### config.mk
export PLATFORM = sky130hd
export DESIGN_NAME = serial_line_frame_receiver_unit
export DESIGN_NICKNAME = d
export VERILOG_FILES = /design/src/design/slfr_pkg.sv /design/src/design/serial_line_frame_receiver_unit.sv /design/src/design/slfr_ram.sv /design/src/design/slfr_ctrl.sv
export SDC_FILE = /design/constraint.sdc
export NUM_CORES = 2
export LEC_CHECK = 0
export ABC_AREA = 1
export BUFFER_PORTS_ARGS = -buffer_cell sky130_fd_sc_hd__buf_2
export CAP_MARGIN = 20
export CORE_MARGIN = 5
export CORE_UTILIZATION = 30
export DETAILED_ROUTE_END_ITERATION = 10
export MAX_ROUTING_LAYER = met4
export PLACE_DENSITY = 0.53
export SYNTH_ARGS = -nofsm -noshare
export SYNTH_HDL_FRONTEND = slang
export SYNTH_SLANG_ARGS = --single-unit
### constraint.sdc
create_clock -name clock -period 2.7 [get_ports clock]
set_input_delay 0.27 -clock clock [delete_from_list [all_inputs] [get_ports clock]]
set_output_delay 0.27 -clock clock [all_outputs]
set_load 0.01 [all_outputs]
### src/design/slfr_pkg.sv
// Types and constants of the serial line frame receiver.
package slfr_pkg;

   localparam int BUF_DEPTH_DEFAULT = 256;

   localparam logic [7:0] CHAR_CR    = 8'h0d;
   localparam logic [7:0] CHAR_LF    = 8'h0a;
   localparam logic [7:0] CHAR_OPEN  = 8'h3c;
   localparam logic [7:0] CHAR_CLOSE = 8'h3e;

   localparam logic MODE_LINE    = 1'b0;
   localparam logic MODE_BRACKET = 1'b1;

   typedef enum logic [1:0] {
      ACT_RX_BYTE = 2'd0,
      ACT_CLEAR   = 2'd1,
      ACT_READ    = 2'd2,
      ACT_NOP     = 2'd3
   } action_type;

   // Status after one item, plus the buffer write request it causes.
   typedef struct packed {
      logic wr_en;
      logic done;
      logic marker;
      logic restarted;
   } step_type;

endpackage

### src/design/serial_line_frame_receiver_unit.sv
// Top level of the serial line frame receiver.
//
// Usage:
//   req_ channel carries one item per accepted cycle: action, rx_byte and
//   read_index. Action 0 feeds a received byte to the framer, 1 clears the
//   receiver status, 2 reads one buffer byte, 3 only reports the status.
//   rsp_ channel returns exactly one result per item: frame_done,
//   marker_seen, byte_count, restarted and read_data.
//   csr_ channel writes framing_mode (0 = CR LF line, 1 = '<' ... '>').
//   csr_ready is always high; write it only while no item is in flight.
// Timing:
//   Each result appears in the cycle after acceptance, and a new item is
//   taken every cycle unless stalled. The frame buffer is one RAM with a
//   write port for received bytes and a registered read port for reads;
//   both work at the accept edge, so a read sees all earlier writes.
// Reset clears the status, the mode and rsp_valid; result data and buffer
//   contents stay undefined until written. When rsp_stall is high with a
//   result waiting, req_stall rises and the result and RAM output hold.
module serial_line_frame_receiver_unit #(
   parameter int BUF_DEPTH = slfr_pkg::BUF_DEPTH_DEFAULT
) (
   input  logic       clock,
   input  logic       reset,
   input  logic       req_valid,
   output logic       req_stall,
   input  logic [1:0] req_action,
   input  logic [7:0] req_rx_byte,
   input  logic [7:0] req_read_index,
   output logic       rsp_valid,
   input  logic       rsp_stall,
   output logic       rsp_frame_done,
   output logic       rsp_marker_seen,
   output logic [8:0] rsp_byte_count,
   output logic       rsp_restarted,
   output logic [7:0] rsp_read_data,
   input  logic       csr_valid,
   output logic       csr_ready,
   input  logic       csr_framing_mode
);

   localparam int AW  = $clog2(BUF_DEPTH);
   localparam int CW  = $clog2(BUF_DEPTH + 1);
   localparam int XW  = (AW > 8) ? AW : 8;
   localparam int BCW = (CW > 9) ? CW : 9;

   slfr_pkg::step_type step;
   logic [CW-1:0]      count_next;
   logic [BCW-1:0]     count_wide;
   logic [AW-1:0]      wr_addr;
   logic               accept;
   logic               is_read;
   logic [XW-1:0]      idx_x;
   logic               idx_ok;
   logic [7:0]         ram_rd_data;

   logic               rsp_valid_ff;
   logic               done_ff;
   logic               marker_ff;
   logic [8:0]         count_ff;
   logic               restarted_ff;
   logic               is_read_ff;

   assign req_stall = rsp_valid_ff && rsp_stall;
   assign accept    = req_valid && !req_stall;
   assign csr_ready = 1'b1;

   assign idx_x   = XW'(req_read_index);
   assign idx_ok  = ({1'b0, idx_x} < (XW + 1)'(BUF_DEPTH));
   assign is_read = (slfr_pkg::action_type'(req_action) == slfr_pkg::ACT_READ) && idx_ok;

   slfr_ctrl #(
      .BUF_DEPTH(BUF_DEPTH)
   ) u_ctrl (
      .clock     (clock),
      .reset     (reset),
      .accept    (accept),
      .action    (req_action),
      .rx_byte   (req_rx_byte),
      .csr_we    (csr_valid && csr_ready),
      .csr_mode  (csr_framing_mode),
      .step      (step),
      .count_next(count_next),
      .wr_addr   (wr_addr)
   );

   slfr_ram #(
      .WIDTH(8),
      .DEPTH(BUF_DEPTH)
   ) u_buf (
      .clock  (clock),
      .wr_en  (step.wr_en),
      .wr_addr(wr_addr),
      .wr_data(req_rx_byte),
      .rd_en  (accept && is_read),
      .rd_addr(idx_x[AW-1:0]),
      .rd_data(ram_rd_data)
   );

   assign count_wide = BCW'(count_next);

   always_ff @(posedge clock) begin
      if (reset) begin
         rsp_valid_ff <= 1'b0;
      end else if (!req_stall) begin
         rsp_valid_ff <= req_valid;
      end
   end

   always_ff @(posedge clock) begin
      if (accept) begin
         done_ff      <= step.done;
         marker_ff    <= step.marker;
         count_ff     <= count_wide[8:0];
         restarted_ff <= step.restarted;
         is_read_ff   <= is_read;
      end
   end

   assign rsp_valid       = rsp_valid_ff;
   assign rsp_frame_done  = done_ff;
   assign rsp_marker_seen = marker_ff;
   assign rsp_byte_count  = count_ff;
   assign rsp_restarted   = restarted_ff;
   assign rsp_read_data   = is_read_ff ? ram_rd_data : 8'd0;

endmodule

### src/design/slfr_ram.sv
// Generic single-port-write, single-port-read RAM with registered read.
module slfr_ram #(
   parameter int WIDTH = 8,
   parameter int DEPTH = 256
) (
   input  logic                     clock,
   input  logic                     wr_en,
   input  logic [$clog2(DEPTH)-1:0] wr_addr,
   input  logic [WIDTH-1:0]         wr_data,
   input  logic                     rd_en,
   input  logic [$clog2(DEPTH)-1:0] rd_addr,
   output logic [WIDTH-1:0]         rd_data
);

   logic [WIDTH-1:0] mem [DEPTH];
   logic [WIDTH-1:0] rd_data_ff;

   always_ff @(posedge clock) begin
      if (wr_en) begin
         mem[wr_addr] <= wr_data;
      end
      if (rd_en) begin
         rd_data_ff <= mem[rd_addr];
      end
   end

   assign rd_data = rd_data_ff;

endmodule

### src/design/slfr_ctrl.sv
// Receiver status registers and the per-item framing update.
module slfr_ctrl #(
   parameter int BUF_DEPTH = slfr_pkg::BUF_DEPTH_DEFAULT,
   localparam int AW = $clog2(BUF_DEPTH),
   localparam int CW = $clog2(BUF_DEPTH + 1)
) (
   input  logic               clock,
   input  logic               reset,
   input  logic               accept,
   input  logic [1:0]         action,
   input  logic [7:0]         rx_byte,
   input  logic               csr_we,
   input  logic               csr_mode,
   output slfr_pkg::step_type step,
   output logic [CW-1:0]      count_next,
   output logic [AW-1:0]      wr_addr
);

   logic          mode_ff;
   logic [CW-1:0] count_ff, count_in;
   logic          marker_ff, marker_in;
   logic          done_ff, done_in;
   logic          restart;
   logic          wr_en;
   logic [CW-1:0] base_cnt;
   logic [CW-1:0] inc_cnt;
   logic          is_open;

   always_ff @(posedge clock) begin
      if (reset) begin
         mode_ff   <= slfr_pkg::MODE_LINE;
         count_ff  <= '0;
         marker_ff <= 1'b0;
         done_ff   <= 1'b0;
      end else begin
         if (csr_we) begin
            mode_ff <= csr_mode;
         end
         count_ff  <= count_in;
         marker_ff <= marker_in;
         done_ff   <= done_in;
      end
   end

   // '<' in bracket mode restarts the frame and is stored at slot 0
   assign is_open  = (mode_ff == slfr_pkg::MODE_BRACKET) && (rx_byte == slfr_pkg::CHAR_OPEN);
   assign base_cnt = is_open ? '0 : count_ff;
   assign inc_cnt  = base_cnt + 1'b1;
   assign wr_addr  = (base_cnt == CW'(BUF_DEPTH)) ? '0 : base_cnt[AW-1:0];

   always_comb begin
      count_in  = count_ff;
      marker_in = marker_ff;
      done_in   = done_ff;
      restart   = 1'b0;
      wr_en     = 1'b0;
      if (accept) begin
         case (slfr_pkg::action_type'(action))
            slfr_pkg::ACT_RX_BYTE: begin
               if (mode_ff == slfr_pkg::MODE_LINE) begin
                  if (done_ff) begin
                     // frame complete: byte dropped
                  end else if (marker_ff) begin
                     if (rx_byte == slfr_pkg::CHAR_LF) begin
                        done_in = 1'b1;
                     end else begin
                        count_in  = '0;
                        marker_in = 1'b0;
                        restart   = 1'b1;
                     end
                  end else if (rx_byte == slfr_pkg::CHAR_CR) begin
                     marker_in = 1'b1;
                  end else begin
                     wr_en    = 1'b1;
                     count_in = inc_cnt;
                     if (inc_cnt == CW'(BUF_DEPTH)) begin
                        count_in = '0;
                        restart  = 1'b1;
                     end
                  end
               end else begin
                  if (is_open) begin
                     count_in  = '0;
                     marker_in = 1'b1;
                     done_in   = 1'b0;
                  end
                  if (!done_in && marker_in) begin
                     wr_en    = 1'b1;
                     count_in = inc_cnt;
                     if (rx_byte == slfr_pkg::CHAR_CLOSE) begin
                        done_in = 1'b1;
                     end else if (inc_cnt == CW'(BUF_DEPTH)) begin
                        count_in  = '0;
                        marker_in = 1'b0;
                        done_in   = 1'b0;
                        restart   = 1'b1;
                     end
                  end
               end
            end
            slfr_pkg::ACT_CLEAR: begin
               count_in  = '0;
               marker_in = 1'b0;
               done_in   = 1'b0;
            end
            default: begin
            end
         endcase
      end
   end

   assign step.wr_en     = wr_en;
   assign step.done      = done_in;
   assign step.marker    = marker_in;
   assign step.restarted = restart;
   assign count_next     = count_in;

endmodule

==> metrics.log <==
INFO  metric outcome = completed
INFO  metric worstPathArrival = 3.23 ns
INFO  metric layout_commonest_cell = edfxtp_1
INFO  metric tritoncts.num_buffers = 214
INFO  metric worst-slew-pin-transition = 1.10 ns
INFO  metric rsz0062_at_grt = yes
INFO  metric initial_core_utilization = 30.2%
INFO  metric leakagePower = 33.3 nW
INFO  metric netlist_area = 83,600 sq um
INFO  metric timing.hold.ws = 0.0768 ns
INFO  metric nFillCells = 26,732
INFO  metric critical_path_peak_fanout = 11
INFO  metric startpoint_type = flop
INFO  metric clock_path_buffers = 3
INFO  metric maxCapViolCount = 0
INFO  metric core.rowCount = 193
INFO  metric timing_limited_maximum_frequency = 0.374 GHz
INFO  metric clkSlewWorstSetupHoldPaths = 0.06 ns
INFO  metric skew = 0.0373 ns
INFO  metric chipWidth = 538 um
INFO  metric detailroute.via_count = 56,558
INFO  metric drt_wl_total = 254,000 um
INFO  metric netlist_instances = 6,711
INFO  metric synth_async_sr_flop_share = 0%
INFO  metric synth_seq_area_share = 74.6%
INFO  metric post_route_cells_drive_above_1_share = 15.4%
INFO  metric htree_levels = 4
INFO  metric via_count_of_the_first_global_routing_pass = 55,611
INFO  metric fp.dieH = 538 um
INFO  metric mapped_avg_cell_area = 12.5 sq um
INFO  metric number_of_placed_cells_counting_well_taps = 10,613
INFO  metric cp_data_required_time = 3.25 ns
INFO  metric most-common-layout-cells = edfxtp_1, nor2_1, o21ai_0
INFO  metric design_area = 101,000 sq um
INFO  metric post_drt_wl_per_cell = 23.0 um
INFO  metric cts.sinks = 2,082
INFO  metric global_route.usage.met1 = 23.0%
INFO  metric route.detailed.vias_per_inst = 5.12
INFO  metric dp_hpwl = 155,000 um
INFO  metric gr-total-overflow = 0
INFO  metric floorplan.die_area = 289,000 sq um
INFO  metric fin_crit = 2.68 ns
INFO  metric num_io_pins = 47
INFO  metric end_kind = flop
INFO  metric max-slew-margin-rel = 26.5%
INFO  metric worstSetupPathType = reg -> reg
INFO  metric grt_max_degree = 160
INFO  metric groute.usage.overall = 17.5%
INFO  metric timing.hold.worst.class = in -> reg
INFO  metric power.density_cell_area = 684 nW/um^2
INFO  metric report.final.setup_viol = 0
INFO  metric finalCritPeriodShare = 99.1%
INFO  metric slew_violations = 0
INFO  metric syn_nets = 6,740
INFO  metric final.setup.tns = 0 ns
INFO  metric power.ir.vdd_worst = 688 uV
INFO  metric cts_root_buf = clkbuf_16
INFO  metric cts_tree = yes
INFO  metric worst_skew_pair.late_latency = 0.85 ns
INFO  metric area.growth.synth_to_final = 20.4%
INFO  metric 1st_pass_router_iterations = 5
INFO  metric synth_seq_cells = 2,082
INFO  metric placeableCoreArea = 277,000 sq um
INFO  metric drc_violation_count_after_routing = 0
INFO  metric synth_edf_count = 2,069
INFO  metric report.final.hold_viol_count = 0
INFO  metric final_cell_count_no_fill = 11,038
INFO  metric synth_cell_type_count = 40
INFO  metric dp_worst_setup_slack = -0.527 ns
INFO  metric dominantRegCellSynth = edfxtp_1
INFO  metric gr-usage-met2 = 28.1%
INFO  metric grt.busiest_layer = met2
INFO  metric port_buffers = 45
INFO  metric finalWeightedCongestion = 0.913
INFO  metric worstHoldPathCells = 2
INFO  metric antenna_found_initial = 7
INFO  metric placed_area = 92,900 sq um
INFO  metric wire_length_of_the_first_global_routing_pass = 370,000 um
INFO  metric finalNetCount = 7,176
INFO  metric final.setup.worst_slack = 0.0235 ns
INFO  metric global_route.usage.met3 = 2.66%
INFO  metric worst_r2r_path_depth = 17
INFO  metric initialDrtViolationCount = 5,992
INFO  metric yosys_synthesis_warning_count = 0
INFO  metric postRouteAntennaNets = 0
-- cell families after synthesis --
kind of cell               Yosys count  synth area share (%)
DFF                               2082                  74.6
buffers and inverters              559                  2.82
adders and majority gates            5                0.0748
xor gates and xnor gates             2                0.0210
AOI/OAI and AO/OA                 1668                  10.8
other                                1               0.00448
and+or+nand+nor                   2394                  11.6
-- through the flow --
stage | utilization [%] | power, W
2_1_floorplan | - | 0.0384
3_3_place_gp | 33.5 | 0.0405
3_5_place_dp | 33.5 | 0.0406
4_1_cts | 36.1 | 0.0694
5_1_grt | 36.4 | 0.0711
6_report | 36.4 | 0.0688
-- final timing paths --
check / slack [ns] / start / to
max: 0.02 / u_ctrl.mode_ff / u_buf.mem[186][0]
max reg2reg: 0.02 / u_ctrl.mode_ff / u_buf.mem[186][0]
min reg2reg: 0.56 / u_ctrl.count_ff[0] / u_ctrl.count_ff[0]
min: 0.08 / req_rx_byte[3] / u_buf.mem[109][3]
-- synth_stat cells (2+ instances only) --
cell type / number / area [sq um]
edfxtp_1: 2069 / 62100
nor2_1: 1377 / 5170
o21ai_0: 1059 / 5300
nand2_1: 545 / 2050
o22ai_1: 540 / 3380
nand3_1: 424 / 2120
clkbuf_1: 312 / 1170
buf_2: 107 / 536
inv_1: 61 / 229
buf_1: 44 / 165
o21ai_1: 31 / 155
a21oi_1: 20 / 100
buf_4: 15 / 113
nand2_2: 14 / 87.6
dfxtp_1: 13 / 260
buf_6: 9 / 101
a31oi_1: 8 / 50.1
and3_1: 8 / 50.1
inv_2: 8 / 30.0
ha_1: 5 / 62.6
nor2_2: 5 / 31.3
nand2_4: 4 / 45.0
nor2_8: 4 / 80.1
nor3_1: 4 / 20.0
nand4_1: 3 / 18.8
nor2_4: 3 / 33.8
a22oi_1: 2 / 15.0
inv_4: 2 / 12.5
o2111ai_1: 2 / 17.5
o211ai_1: 2 / 15.0
o221ai_1: 2 / 17.5
-- report_power, final --
part	switching [W]	internal, W
clock	0.0125	0.0165
combinational	0.00310	0.00122
sequential	0.0000184	0.0356
-- area by class of cell --
cell class                      count  area, sq um  area share, %
Inverter                           72          309          0.307
Timing Repair Buffer              707         7190           7.14
Clock buffer                      266         5610           5.57
Sequential cell                  2082        62400           62.0
Multi-Input combinational cell   4070        19300           19.2
Tap cell                         3705         4640           4.60
Clock inverter                    130         1220           1.21
Antenna cell                        6         15.0         0.0149
-- metal layers --
metal | wire (um) | part of all wire, % | vias up
met5 | 0 | 0 | -
met4 | 7900 | 3.1 | 0
met3 | 16900 | 6.7 | 388
met2 | 121000 | 48 | 2151
met1 | 108000 | 42 | 28479
li1 | - | - | 25540
-- registers in the layout (all words and copies together) (netlist names) --
signal            count
u_ctrl.marker_ff      1
u_ctrl.done_ff        1
u_buf.mem          2048
u_buf.rd_data         8
rsp_byte_count        9
u_ctrl.mode_ff        1
rsp_valid             1
rsp_frame_done        1
is_read_ff            1
rsp_restarted         1
u_ctrl.count_ff       9
rsp_marker_seen       1
-- timing repair --
action                                 4_1_cts  5_1_grt
pin swaps                                    0       11
hold buffers                                17        0
gates resized for setup                      9      199
setup endpoints to repair                  179     1942
endpoints found under the hold margin      121        0
buffers inserted                             0        4
cloned                                       0        2
-- worst max-delay path: stages, from the launching register on --
cell	delay [ns]
dfxtp_2	0.35
inv_2	0.06
nor2_4	0.08
nand3b_1	0.12
nor2_4	0.14
buf_6	0.11
nor2_4	0.04
nor2_4	0.12
inv_2	0.06
nand2_4	0.07
nand2_4	0.06
nor2_4	0.12
clkinv_4	0.15
nor2_8	0.18
nand2_2	0.10
buf_12	0.21
nor2_1	0.15
buf_4	0.19
Power figures use the tool's default switching activity.
